File: src/design/signal_state_flicker_filter_core_defines.svh
// Assertion macros for the signal state flicker filter.
// Included by the top level; no other dependencies.
`ifndef SIGNAL_STATE_FLICKER_FILTER_CORE_DEFINES_SVH
`define SIGNAL_STATE_FLICKER_FILTER_CORE_DEFINES_SVH

// Same-cycle implication, disabled during reset.
`define SFF_ASSERT_NOW(label, clk, rst, ante, cons, msg) \
  label: assert property (@(posedge clk) disable iff (rst) (ante) |-> (cons)) \
    else $error(msg);

// Next-cycle implication, disabled during reset.
`define SFF_ASSERT_NEXT(label, clk, rst, ante, cons, msg) \
  label: assert property (@(posedge clk) disable iff (rst) (ante) |=> (cons)) \
    else $error(msg);

`endif

File: src/design/sff_pkg.sv
// Shared types and constants of the signal state flicker filter.
// No dependencies.
`timescale 1ns / 1ps

package sff_pkg;

  localparam int COUNT_WIDTH_DEF = 16;
  localparam int CFG_W           = 16;
  localparam int OUT_W           = 16;
  localparam int ADDR_W          = 4;
  localparam int DATA_W          = 32;

  // State codes
  localparam logic [2:0] ST_NONE   = 3'd0;
  localparam logic [2:0] ST_EMPTY  = 3'd1;
  localparam logic [2:0] ST_RED    = 3'd2;
  localparam logic [2:0] ST_AMBER  = 3'd3;
  localparam logic [2:0] ST_GREEN  = 3'd4;
  localparam logic [2:0] ST_UP     = 3'd5;
  localparam logic [2:0] ST_DOWN   = 3'd6;
  localparam logic [2:0] ST_UNUSED = 3'd7;

  localparam logic [7:0] ALIGN_JOB   = 8'd18;
  localparam int         COUNT_RESET = 1000;
  localparam int         MS_PER_SEC  = 1000;

  // Register indexes
  localparam logic [1:0] REG_FLICKER  = 2'd0;
  localparam logic [1:0] REG_RED_TOL  = 2'd1;
  localparam logic [1:0] REG_MAX_SECS = 2'd2;

  localparam logic [CFG_W-1:0] FLICKER_RST  = 16'd5;
  localparam logic [CFG_W-1:0] RED_TOL_RST  = 16'd3;
  localparam logic [CFG_W-1:0] MAX_SECS_RST = 16'd60;

  typedef struct packed {
    logic [CFG_W-1:0] flicker;
    logic [CFG_W-1:0] red_tol;
    logic [31:0]      align_limit; // (max seconds + 1) * 1000 ms
  } sff_cfg_t;

  typedef struct packed {
    logic [2:0]       state;
    logic [OUT_W-1:0] red_run;
    logic [OUT_W-1:0] red_absent;
  } sff_result_t;

endpackage

File: src/design/sff_regs.sv
// Configuration registers with APB-style access.
// Depends on sff_pkg.
`timescale 1ns / 1ps

module sff_regs
  import sff_pkg::*;
(
  input  logic              clk,
  input  logic              rst,
  input  logic              psel,
  input  logic              penable,
  input  logic              pwrite,
  input  logic [ADDR_W-1:0] paddr,
  input  logic [DATA_W-1:0] pwdata,
  output logic [DATA_W-1:0] prdata,
  output sff_cfg_t          cfg
);

  logic [CFG_W-1:0] flicker;
  logic [CFG_W-1:0] red_tol;
  logic [CFG_W-1:0] max_secs;
  logic [31:0]      align_limit;
  logic             wr_en;
  logic [1:0]       reg_idx;
  logic [31:0]      limit_next;

  assign wr_en   = psel && penable && pwrite;
  assign reg_idx = paddr[3:2];

  // elapsed / 1000 > max  <=>  elapsed >= (max + 1) * 1000
  assign limit_next = 32'(({1'b0, pwdata[CFG_W-1:0]} + 17'd1) * 32'(MS_PER_SEC));

  always_ff @(posedge clk) begin
    if (rst) begin
      flicker     <= FLICKER_RST;
      red_tol     <= RED_TOL_RST;
      max_secs    <= MAX_SECS_RST;
      align_limit <= 32'((32'(MAX_SECS_RST) + 32'd1) * 32'(MS_PER_SEC));
    end else if (wr_en) begin
      case (reg_idx)
        REG_FLICKER:  flicker <= pwdata[CFG_W-1:0];
        REG_RED_TOL:  red_tol <= pwdata[CFG_W-1:0];
        REG_MAX_SECS: begin
          max_secs    <= pwdata[CFG_W-1:0];
          align_limit <= limit_next;
        end
        default: ;
      endcase
    end
  end

  always_comb begin
    case (reg_idx)
      REG_FLICKER:  prdata = DATA_W'(flicker);
      REG_RED_TOL:  prdata = DATA_W'(red_tol);
      REG_MAX_SECS: prdata = DATA_W'(max_secs);
      default:      prdata = '0;
    endcase
  end

  assign cfg.flicker     = flicker;
  assign cfg.red_tol     = red_tol;
  assign cfg.align_limit = align_limit;

endmodule

File: src/design/sff_filter.sv
// Filter state and per-word update: counters, arrow fill, Red tolerance, alignment force.
// Depends on sff_pkg.
`timescale 1ns / 1ps

module sff_filter
  import sff_pkg::*;
#(
  parameter int COUNT_WIDTH = COUNT_WIDTH_DEF
) (
  input  logic        clk,
  input  logic        rst,
  input  logic        step,
  input  logic [2:0]  class_in,
  input  logic [7:0]  job_status,
  input  logic [31:0] now_ms,
  input  sff_cfg_t    cfg,
  output sff_result_t result
);

  localparam int CMP_W = (COUNT_WIDTH > CFG_W) ? COUNT_WIDTH : CFG_W;
  localparam logic [COUNT_WIDTH-1:0] CNT_INIT = COUNT_WIDTH'(COUNT_RESET);

  logic [COUNT_WIDTH-1:0] since_up, since_down, red_run, red_absent;
  logic [COUNT_WIDTH-1:0] since_up_next, since_down_next, red_run_next, red_absent_next;
  logic [2:0]             prev_state, prev_state_next;
  logic                   align_active, align_active_next;
  logic [31:0]            align_start_ms, align_start_ms_next;

  logic [2:0]       s_in, s_fill, s_out;
  logic [CMP_W-1:0] up_x, down_x, run_x, flick_x, tol_x;
  logic             no_light, align_start;
  logic [31:0]      elapsed;

  function automatic logic [COUNT_WIDTH-1:0] sat_inc(input logic [COUNT_WIDTH-1:0] v);
    sat_inc = (v == '1) ? v : COUNT_WIDTH'(v + 1'b1);
  endfunction

  always_comb begin
    // Fold the unused code to none and amber to Red
    s_in = class_in;
    if (s_in == ST_UNUSED) s_in = ST_NONE;
    if (s_in == ST_AMBER)  s_in = ST_RED;

    since_up_next   = (s_in == ST_UP)   ? '0 : sat_inc(since_up);
    since_down_next = (s_in == ST_DOWN) ? '0 : sat_inc(since_down);
    if (s_in == ST_RED) begin
      red_run_next    = sat_inc(red_run);
      red_absent_next = '0;
    end else begin
      red_run_next    = '0;
      red_absent_next = sat_inc(red_absent);
    end

    up_x    = CMP_W'(since_up_next);
    down_x  = CMP_W'(since_down_next);
    run_x   = CMP_W'(red_run_next);
    flick_x = CMP_W'(cfg.flicker);
    tol_x   = CMP_W'(cfg.red_tol);

    s_fill = s_in;
    if (s_in == ST_NONE || s_in == ST_EMPTY) begin
      if (up_x < down_x && up_x <= flick_x) s_fill = ST_UP;
      else if (down_x <= flick_x)          s_fill = ST_DOWN;
    end else if (s_in == ST_RED) begin
      if (run_x <= tol_x) s_fill = prev_state;
    end
    prev_state_next = s_fill;

    no_light            = (s_fill == ST_NONE) || (s_fill == ST_EMPTY);
    align_start         = 1'b0;
    align_active_next   = 1'b0;
    align_start_ms_next = align_start_ms;
    elapsed             = '0;
    s_out               = s_fill;
    if (job_status == ALIGN_JOB) begin
      align_start = !align_active && !no_light && s_fill != ST_UNUSED;
      align_active_next   = align_active || align_start;
      align_start_ms_next = align_start ? now_ms : align_start_ms;
      elapsed = now_ms - align_start_ms_next;
      if (align_active_next && !no_light && elapsed >= cfg.align_limit) s_out = ST_RED;
    end
  end

  always_ff @(posedge clk) begin
    if (rst) begin
      since_up     <= CNT_INIT;
      since_down   <= CNT_INIT;
      red_run      <= CNT_INIT;
      red_absent   <= CNT_INIT;
      prev_state   <= ST_NONE;
      align_active <= 1'b0;
    end else if (step) begin
      since_up     <= since_up_next;
      since_down   <= since_down_next;
      red_run      <= red_run_next;
      red_absent   <= red_absent_next;
      prev_state   <= prev_state_next;
      align_active <= align_active_next;
    end
  end

  // Start time is only read once the alignment flag is set
  always_ff @(posedge clk) begin
    if (step) align_start_ms <= align_start_ms_next;
  end

  assign result.state      = s_out;
  assign result.red_run    = OUT_W'(red_run_next);
  assign result.red_absent = OUT_W'(red_absent_next);

endmodule

File: src/design/signal_state_flicker_filter_core.sv
// Top level of the signal state flicker filter: input register, filter, result register.
// Depends on sff_pkg, sff_regs, sff_filter and signal_state_flicker_filter_core_defines.svh.
//
//   channel   direction  handshake           payload
//   input     in         in_valid/in_ready   class_in, job_status, now_ms
//   result    out        out_valid/out_ready state_out, red_run_out, red_absent_out
//   config    in         psel/penable/pready paddr, pwrite, pwdata, prdata
//
// Each word passes through the input register and then the result register, with the
// combinational filter update between the two; one word per cycle is sustained while
// the result side keeps out_ready high.
// Reset (rst, synchronous) empties both registers, loads the counters with 1000
// and restores the register defaults (5, 3, 60 seconds).
// A stalled result holds the result register; the input register still takes a
// word while it is empty, then backs up to in_ready.
`timescale 1ns / 1ps
`include "signal_state_flicker_filter_core_defines.svh"

module signal_state_flicker_filter_core
  import sff_pkg::*;
#(
  parameter int COUNT_WIDTH = COUNT_WIDTH_DEF
) (
  input  logic              clk,
  input  logic              rst,
  // input words
  input  logic              in_valid,
  output logic              in_ready,
  input  logic [2:0]        class_in,
  input  logic [7:0]        job_status,
  input  logic [31:0]       now_ms,
  // result words
  output logic              out_valid,
  input  logic              out_ready,
  output logic [2:0]        state_out,
  output logic [OUT_W-1:0]  red_run_out,
  output logic [OUT_W-1:0]  red_absent_out,
  // configuration
  input  logic              psel,
  input  logic              penable,
  input  logic              pwrite,
  input  logic [ADDR_W-1:0] paddr,
  input  logic [DATA_W-1:0] pwdata,
  output logic [DATA_W-1:0] prdata,
  output logic              pready
);

  sff_cfg_t    cfg;
  sff_result_t result;

  // Input register
  logic        pipe_valid;
  logic [2:0]  pipe_class;
  logic [7:0]  pipe_job;
  logic [31:0] pipe_now;

  logic        advance;

  assign pready = 1'b1;

  // Move a word into the result register when it is empty or being drained
  assign advance  = pipe_valid && (!out_valid || out_ready);
  assign in_ready = !pipe_valid || advance;

  sff_regs u_regs (
    .clk     (clk),
    .rst     (rst),
    .psel    (psel),
    .penable (penable),
    .pwrite  (pwrite),
    .paddr   (paddr),
    .pwdata  (pwdata),
    .prdata  (prdata),
    .cfg     (cfg)
  );

  // Filter state advances only when a word moves into the result register
  sff_filter #(
    .COUNT_WIDTH (COUNT_WIDTH)
  ) u_filter (
    .clk        (clk),
    .rst        (rst),
    .step       (advance),
    .class_in   (pipe_class),
    .job_status (pipe_job),
    .now_ms     (pipe_now),
    .cfg        (cfg),
    .result     (result)
  );

  always_ff @(posedge clk) begin
    if (rst) begin
      pipe_valid <= 1'b0;
    end else if (in_ready) begin
      pipe_valid <= in_valid;
    end
  end

  // Capture payload on accept
  always_ff @(posedge clk) begin
    if (in_valid && in_ready) begin
      pipe_class <= class_in;
      pipe_job   <= job_status;
      pipe_now   <= now_ms;
    end
  end

  // Result register: refill or drop depending on the input register
  always_ff @(posedge clk) begin
    if (rst) begin
      out_valid <= 1'b0;
    end else if (!out_valid || out_ready) begin
      out_valid <= pipe_valid;
    end
  end

  always_ff @(posedge clk) begin
    if (advance) begin
      state_out      <= result.state;
      red_run_out    <= result.red_run;
      red_absent_out <= result.red_absent;
    end
  end

  // Both stages full and the result stalled: no room for another word
  `SFF_ASSERT_NOW(a_full_backpressure, clk, rst, pipe_valid && out_valid && !out_ready, !in_ready, "input accepted while pipeline is full")
  // A word that advances shows up as a valid result next cycle
  `SFF_ASSERT_NEXT(a_advance_fills, clk, rst, advance, out_valid, "advanced word lost")
  // Amber is always folded to Red, unused code never leaves
  `SFF_ASSERT_NOW(a_state_code, clk, rst, out_valid, state_out != ST_AMBER && state_out != ST_UNUSED, "illegal filtered state")
  // Red run and Red-absent counters never both count
  `SFF_ASSERT_NOW(a_red_counters, clk, rst, out_valid, red_run_out == '0 || red_absent_out == '0, "Red counters both nonzero")

endmodule

File: config.mk
export PLATFORM = sky130hd
export DESIGN_NAME = signal_state_flicker_filter_core
export DESIGN_NICKNAME = d
export VERILOG_FILES = /design/src/design/sff_pkg.sv /design/src/design/sff_regs.sv /design/src/design/sff_filter.sv /design/src/design/signal_state_flicker_filter_core.sv
export VERILOG_INCLUDE_DIRS = /design/src /design/src/design
export SDC_FILE = /design/constraint.sdc
export NUM_CORES = 1
export LEC_CHECK = 0
export BUFFER_PORTS_ARGS = -buffer_cell sky130_fd_sc_hd__buf_2
export CAP_MARGIN = 20
export CORE_MARGIN = 8
export CORE_UTILIZATION = 56
export DETAILED_ROUTE_END_ITERATION = 16
export PLACE_DENSITY = 0.76
export SLEW_MARGIN = 10
export SYNTH_ARGS = -nofsm -noshare
export SYNTH_HDL_FRONTEND = slang
export SYNTH_SLANG_ARGS = --single-unit
File: constraint.sdc
create_clock -name clk -period 28.8 [get_ports clk]
set_input_delay 1.44 -clock clk [delete_from_list [all_inputs] [get_ports clk]]
set_output_delay 1.44 -clock clk [all_outputs]
set_load 0.05 [all_outputs]
Word-level counts from Yosys, hierarchy flattened
Index checks and enable logic that the tools add are counted.
{ "totals": {"elab_cells": 91, "inputBits": 86, "reg_bits": 257, "output_inout_bits": 70} }
{ "op_classes": {"n_reduce_logical": 25, "n_mux": 20, "n_eq_ne": 15, "order_cmp": 5, "multipliers": 1, "add_sub_neg": 6} }
{ "op_table": {"columns": ["operator", "count"], "rows": [
  ["$mux W16", 8],
  ["$add A16 B1 Y16 const B", 4],
  ["$eq A16 B16 Y1 const B", 4],
  ["$le A16 B16 Y1", 3],
  ["$pmux W16 S3", 1],
  ["$ge A32 B32 Y1", 1],
  ["$mul A32 B7 Y29 const B", 1],
  ["$mux W32", 1],
  ["$sub A32 B32 Y32", 1],
  ["$mux W3", 9],
  ["$add A16 B1 Y17 const B", 1],
  ["$lt A16 B16 Y1", 1],
  ["$eq A3 B3 Y1 const B", 3],
  ["$logic_and A1 B1 Y1", 9],
  ["$eq A8 B5 Y1 const B", 1],
  ["$reduce_and A2 Y1", 4],
  ["$eq A3 B1 Y1 const B", 2],
  ["$eq A3 B2 Y1 const B", 2],
  ["$logic_not A3 Y1", 2],
  ["$logic_or A1 B1 Y1", 5],
  ["$logic_not A1 Y1", 4],
  ["$ne A3 B3 Y1 const B", 1],
  ["$eq A2 B1 Y1 const B", 1],
  ["$eq A2 B2 Y1 const B", 1],
  ["other kinds (2)", 2]
]} }

Longest topological paths before layout
{ "logic_depth": {"depth_word": 21, "mapped_depth": 53, "depth_no_buf": 50} }

Modules after synthesis
A second synthesis with hierarchy kept.
{ "unflattened": {"cells_unflattened": 2048, "hier_area_um2": 18328.8} }
{ "by_module_without_submodules": {"columns": ["mod", "area_per_inst_um2", "cells_per_inst", "instances", "seq_area_each_um2"], "rows": [
  ["sff_filter", 9529.1, 1182, 1, 2322.2],
  ["sff_regs", 6342.3, 776, 1, 1441.4],
  ["signal_state_flicker_filter_core", 2457.4, 90, 1, 2382.3]
]} }

Least setup slack after synthesis
OpenSTA, ideal clock, no wires.
{ "synth_path": {"path_type": "register to register", "start": "register u_filter.red_run[4]", "end": "register state_out[1] (data pin)", "path_slack_ns": 19.501, "synth_period_minus_slack_ns": 9.299, "setup_time_ns": 0.254, "t_arrival_ns": 9.045, "t_required_ns": 28.546, "path_stages_with_launch": 49, "path_buffers": 3, "cell_sequence": "dfxtp_1 -> and3_1 -> and3_1 -> nand2_1 -> nor2_1 -> and3_1 -> clkbuf_1 -> and3_1 -> nor2_1 -> and3_1 -> xnor2_1 -> nor2_1 -> ha_1 -> a211o_1 -> o211ai_1 -> a21oi_1 -> a2111o_1 -> a31oi_1 -> (+13 left out) -> o21ai_0 -> a21boi_0 -> o21ai_0 -> o21ba_1 -> nor4_2 -> o31ai_1 -> and2_4 -> o21ai_0 -> xor2_1 -> ha_1 -> a21o_1 -> a21o_1 -> a2111oi_0 -> o21ai_0 -> nor2_1 -> o2111a_1 -> o221ai_1 -> o21a_1"} }
{ "synth_lines": {"columns": ["element", "line_no", "rtl"], "rows": [
  ["start, declared", "sff_filter.sv:23", "logic [COUNT_WIDTH-1:0] since_up, since_down, red_run, red_absent;"],
  ["start signal, assigned", "sff_filter.sv:95", "red_run <= red_run_next;"],
  ["end signal, assigned", "signal_state_flicker_filter_core.sv:119", "state_out <= result.state;"],
  ["end, declared", "signal_state_flicker_filter_core.sv:35", "output logic [2:0] state_out,"]
]} }

==> out/results.ini <==
[min_path]
holdCritPathClass = flop to flop

[critical_path]
critical_path.startpoint = u_filter.red_run[4]
reg2reg_setup_slack_ns = 17.94
cp_slowest_cell = buf_4
worstPathMaxFanout = 38
crit_required_ns = 29.11
worstPathArrival_ns = 11.17
critPathLaunchType = flop
critPathBufInv = 1
regToRegEndpoint = state_out[1]
crit_family = compound AO/OA/AOI/OAI gates
cp.depth = 46
ff2ff_path_depth = 46
crit_type = flop to flop
cpMostUsedCell = o21ai_0
cp-end-kind = flop
cp-endpoint = state_out[1]
critPathMaxStageDelay_ns = 0.50
r2r-start = u_filter.red_run[4]

[global_route]
antenna_found_initial = 0
grt-ovfl-total = 0
grt_max_degree = 105
track_usage_pct = 21.7
grt_pass1_vias = 14324
grt_pass1_wl_mm = 69.1

[clock_network]
cts_max_path_buffers = 3
clk_latency_ns = 0.56
hold_buffers = 0
cts_buffers = 28
clockRootBuffer = clkbuf_16
numClockSinks = 254
cts_setup_buffers = 0
htreeDepth = 1
cts_tree = built
clk_pin_slew_ns = 0.06
ctsResizeCount = 0

[sta]
skew_ns = 0.0242
slew_headroom_pct = 31.2
tightest_slew_ns = 1.03
finalCriticalPeriod_ns = 10.86
slew_viol_final = 0
setup_viol_count_final = 0
hold_viol = 0
setup_tns_ns = 0
rsz0062_at_grt = false
timing.final.crit_share_pct = 37.7
max_freq_ghz = 0.0921

[floorplanning]
rows = 65
die_w_um = 194
core-area_mm2 = 0.0313
start_util_pct = 56.4
die_height_um = 194
die-area_mm2 = 0.0375
pin_count = 156

[power]
power.leakage_nw = 8.32
share_seq_of_total_power_pct = 31.7
finalPower_mw = 1.25
peakVddDrop_uv = 51.0
combPwrFrac_pct = 40.6
p_clk_share_pct = 27.7
switching_share_pct = 35.3
p_per_area_mw_per_mm2 = 64.4
internal_power_uw = 812
p_switching_uw = 442

[detailed_routing]
met1Wirelength_mm = 17.3
dr_total_vias = 14221
post_drt_wl_per_cell_um = 16.6
met2_wirelength_mm = 21.0
drt.antenna.violating_nets = 0
drcViolationCount = 0
drtPass1Iterations = 5
via_per_inst = 5.67
drtIter0Drc = 929
wl_mm = 41.6
routed-wl-met3_mm = 2.01
top_layer = met4

[synth]
yosys.area.top_type = edfxtp_1
syn_area_mm2 = 0.0177
synthTopCellsByArea = edfxtp_1 19%, dfxtp_1 16%, ha_1 13%
yosysMostFrequentCell = nand2_1
async_flop_share_pct = 0
synth_edf_count = 110
yosysWarningCount = 0
syn_area_per_cell_um2 = 8.88
synth.top_cells.by_count = 312 x nand2_1, 185 x inv_1, 181 x ha_1
ys.flop_type = dfxtp_1
synth-seq-cells = 254
yosysSeqAreaShare_pct = 35.0
synth.distinct_cells = 70
postSynthCellCount = 1990
synth_top_area_share_pct = 18.7

[place]
dp_cells = 2453
port-buffer-count = 120
gp_congestion = 0.919
post-dp-hpwl_mm = 31.3

[final_layout]
utilization_pct = 62.2
nets = 2409
final_cell_count_no_fill = 2507
fill_cells = 2650
syn2layout_area_growth_pct = 10.2
diodes = 0
drive_above_1_share_pct = 9.88

[outcome]
outcome = completed

[job]
maxCapViolCount = 0

-- cell families after synthesis --
family                   synth area share [%]
AND/OR/NAND/NOR                          17.3
multiplexers                             3.04
buffers and inverters                    6.10
flip-flops                               35.0
XOR/XNOR                                 4.81
AO/OA/AOI/OAI                            14.4
other                                  0.0425
adder cells (fa/ha/maj)                  19.4
-- how the worst min path moves through the flow --
| stage | start | to | slack, ns | depth (start not counted) |
|---|---|---|---|---|
| after floorplan | u_regs.align_limit[12] | u_regs.align_limit[12] | 0.43 | 2 |
| after global placement | u_regs.max_secs[13] | u_regs.max_secs[13] | 0.44 | 2 |
| after detailed placement | u_regs.align_limit[12] | u_regs.align_limit[12] | 0.45 | 2 |
| after CTS | u_regs.align_limit[25] | u_regs.align_limit[25] | 0.46 | 2 |
| after global routing | u_regs.align_limit[21] | u_regs.align_limit[21] | 0.48 | 2 |
| final | u_regs.align_limit[25] | u_regs.align_limit[25] | 0.45 | 2 |
-- flip-flops by register name, summed over array words and instances (netlist names), 8 cells and up --
| signal | count |
|---|---|
| u_filter.since_down | 16 |
| u_filter.red_run | 16 |
| u_regs.red_tol | 16 |
| pipe_job | 8 |
| u_filter.since_up | 16 |
| u_regs.max_secs | 16 |
| pipe_now | 32 |
| red_absent_out | 16 |
| u_regs.flicker | 16 |
| u_regs.align_limit | 26 |
| red_run_out | 16 |
| u_filter.align_start_ms | 32 |
| u_filter.red_absent | 16 |
-- power groups by stage --
stage	sequential (mW)	clock, mW	combinational [mW]
finish	0.398	0.347	0.509
global route	0.399	0.366	0.577
CTS	0.398	0.353	0.511
detailed placement	0.405	0	0.506
global placement	0.405	0	0.493
floorplan	0.412	0	0.397
-- metrics by stage --
step                      setup WS [ns]  hold WS, ns  area (µm²)
after floorplan                   19.50        0.432       17700
after global placement            18.47        0.443       18600
after detailed placement          18.14        0.448       18600
after CTS                         18.05        0.456       19400
after global routing              17.22        0.477       19500
final                             17.94        0.453       19500
-- routing by layer --
| layer | up-vias | global-route usage [%] |
|---|---|---|
| li1 | 7080 | - |
| met1 | 6724 | 25.7 |
| met2 | 334 | 39.7 |
| met3 | 83 | 3.16 |
| met4 | 0 | 7.47 |
| met5 | - | 0 |
-- cell usage in the layout, fill, tap and decap left out, types with 12 or more instances in the layout --
cell type / synthesis / routed
buf_2: 0 / 119
a21oi_1: 167 / 167
or2_2: 12 / 12
conb_1: 2 / 17
a21o_1: 37 / 37
nor2_1: 131 / 130
o21ai_0: 79 / 79
and3_1: 19 / 19
xor2_1: 50 / 50
or3_1: 14 / 14
o211ai_1: 22 / 22
xnor2_1: 47 / 47
nor3_1: 28 / 27
a211oi_1: 15 / 15
inv_1: 185 / 184
fa_1: 58 / 58
nand3_1: 46 / 46
nand2b_1: 15 / 14
clkbuf_16: 0 / 28
nand2_1: 312 / 312
mux2i_1: 48 / 48
nand4_1: 36 / 36
buf_4: 17 / 14
ha_1: 181 / 181
edfxtp_1: 110 / 110
o21a_1: 15 / 15
dfxtp_1: 144 / 144
-- worst reg2reg max path: cells and delay by family, from the launching register on --
family	cells	cell delay [ns]
xor gates and xnor gates	2	0.40
buffers and inverters	1	0.50
AOI/OAI and AO/OA	23	5.09
and+or+nand+nor	15	2.59
adders and majority gates	4	1.19
DFF	1	0.41
muxes	1	0.48
-- final cells by class --
| cell class | count | area (µm²) | area share [%] |
|---|---|---|---|
| clock inverters | 10 | 116 | 0.597 |
| flip-flops and latches | 254 | 6190 | 31.8 |
| inverters | 185 | 694 | 3.56 |
| multi-input cells | 1481 | 10500 | 53.8 |
| clock buffers | 41 | 771 | 3.96 |
| well taps | 402 | 503 | 2.58 |
| repair buffers | 134 | 728 | 3.74 |
No activity file was read; power rests on OpenSTA's default activity.
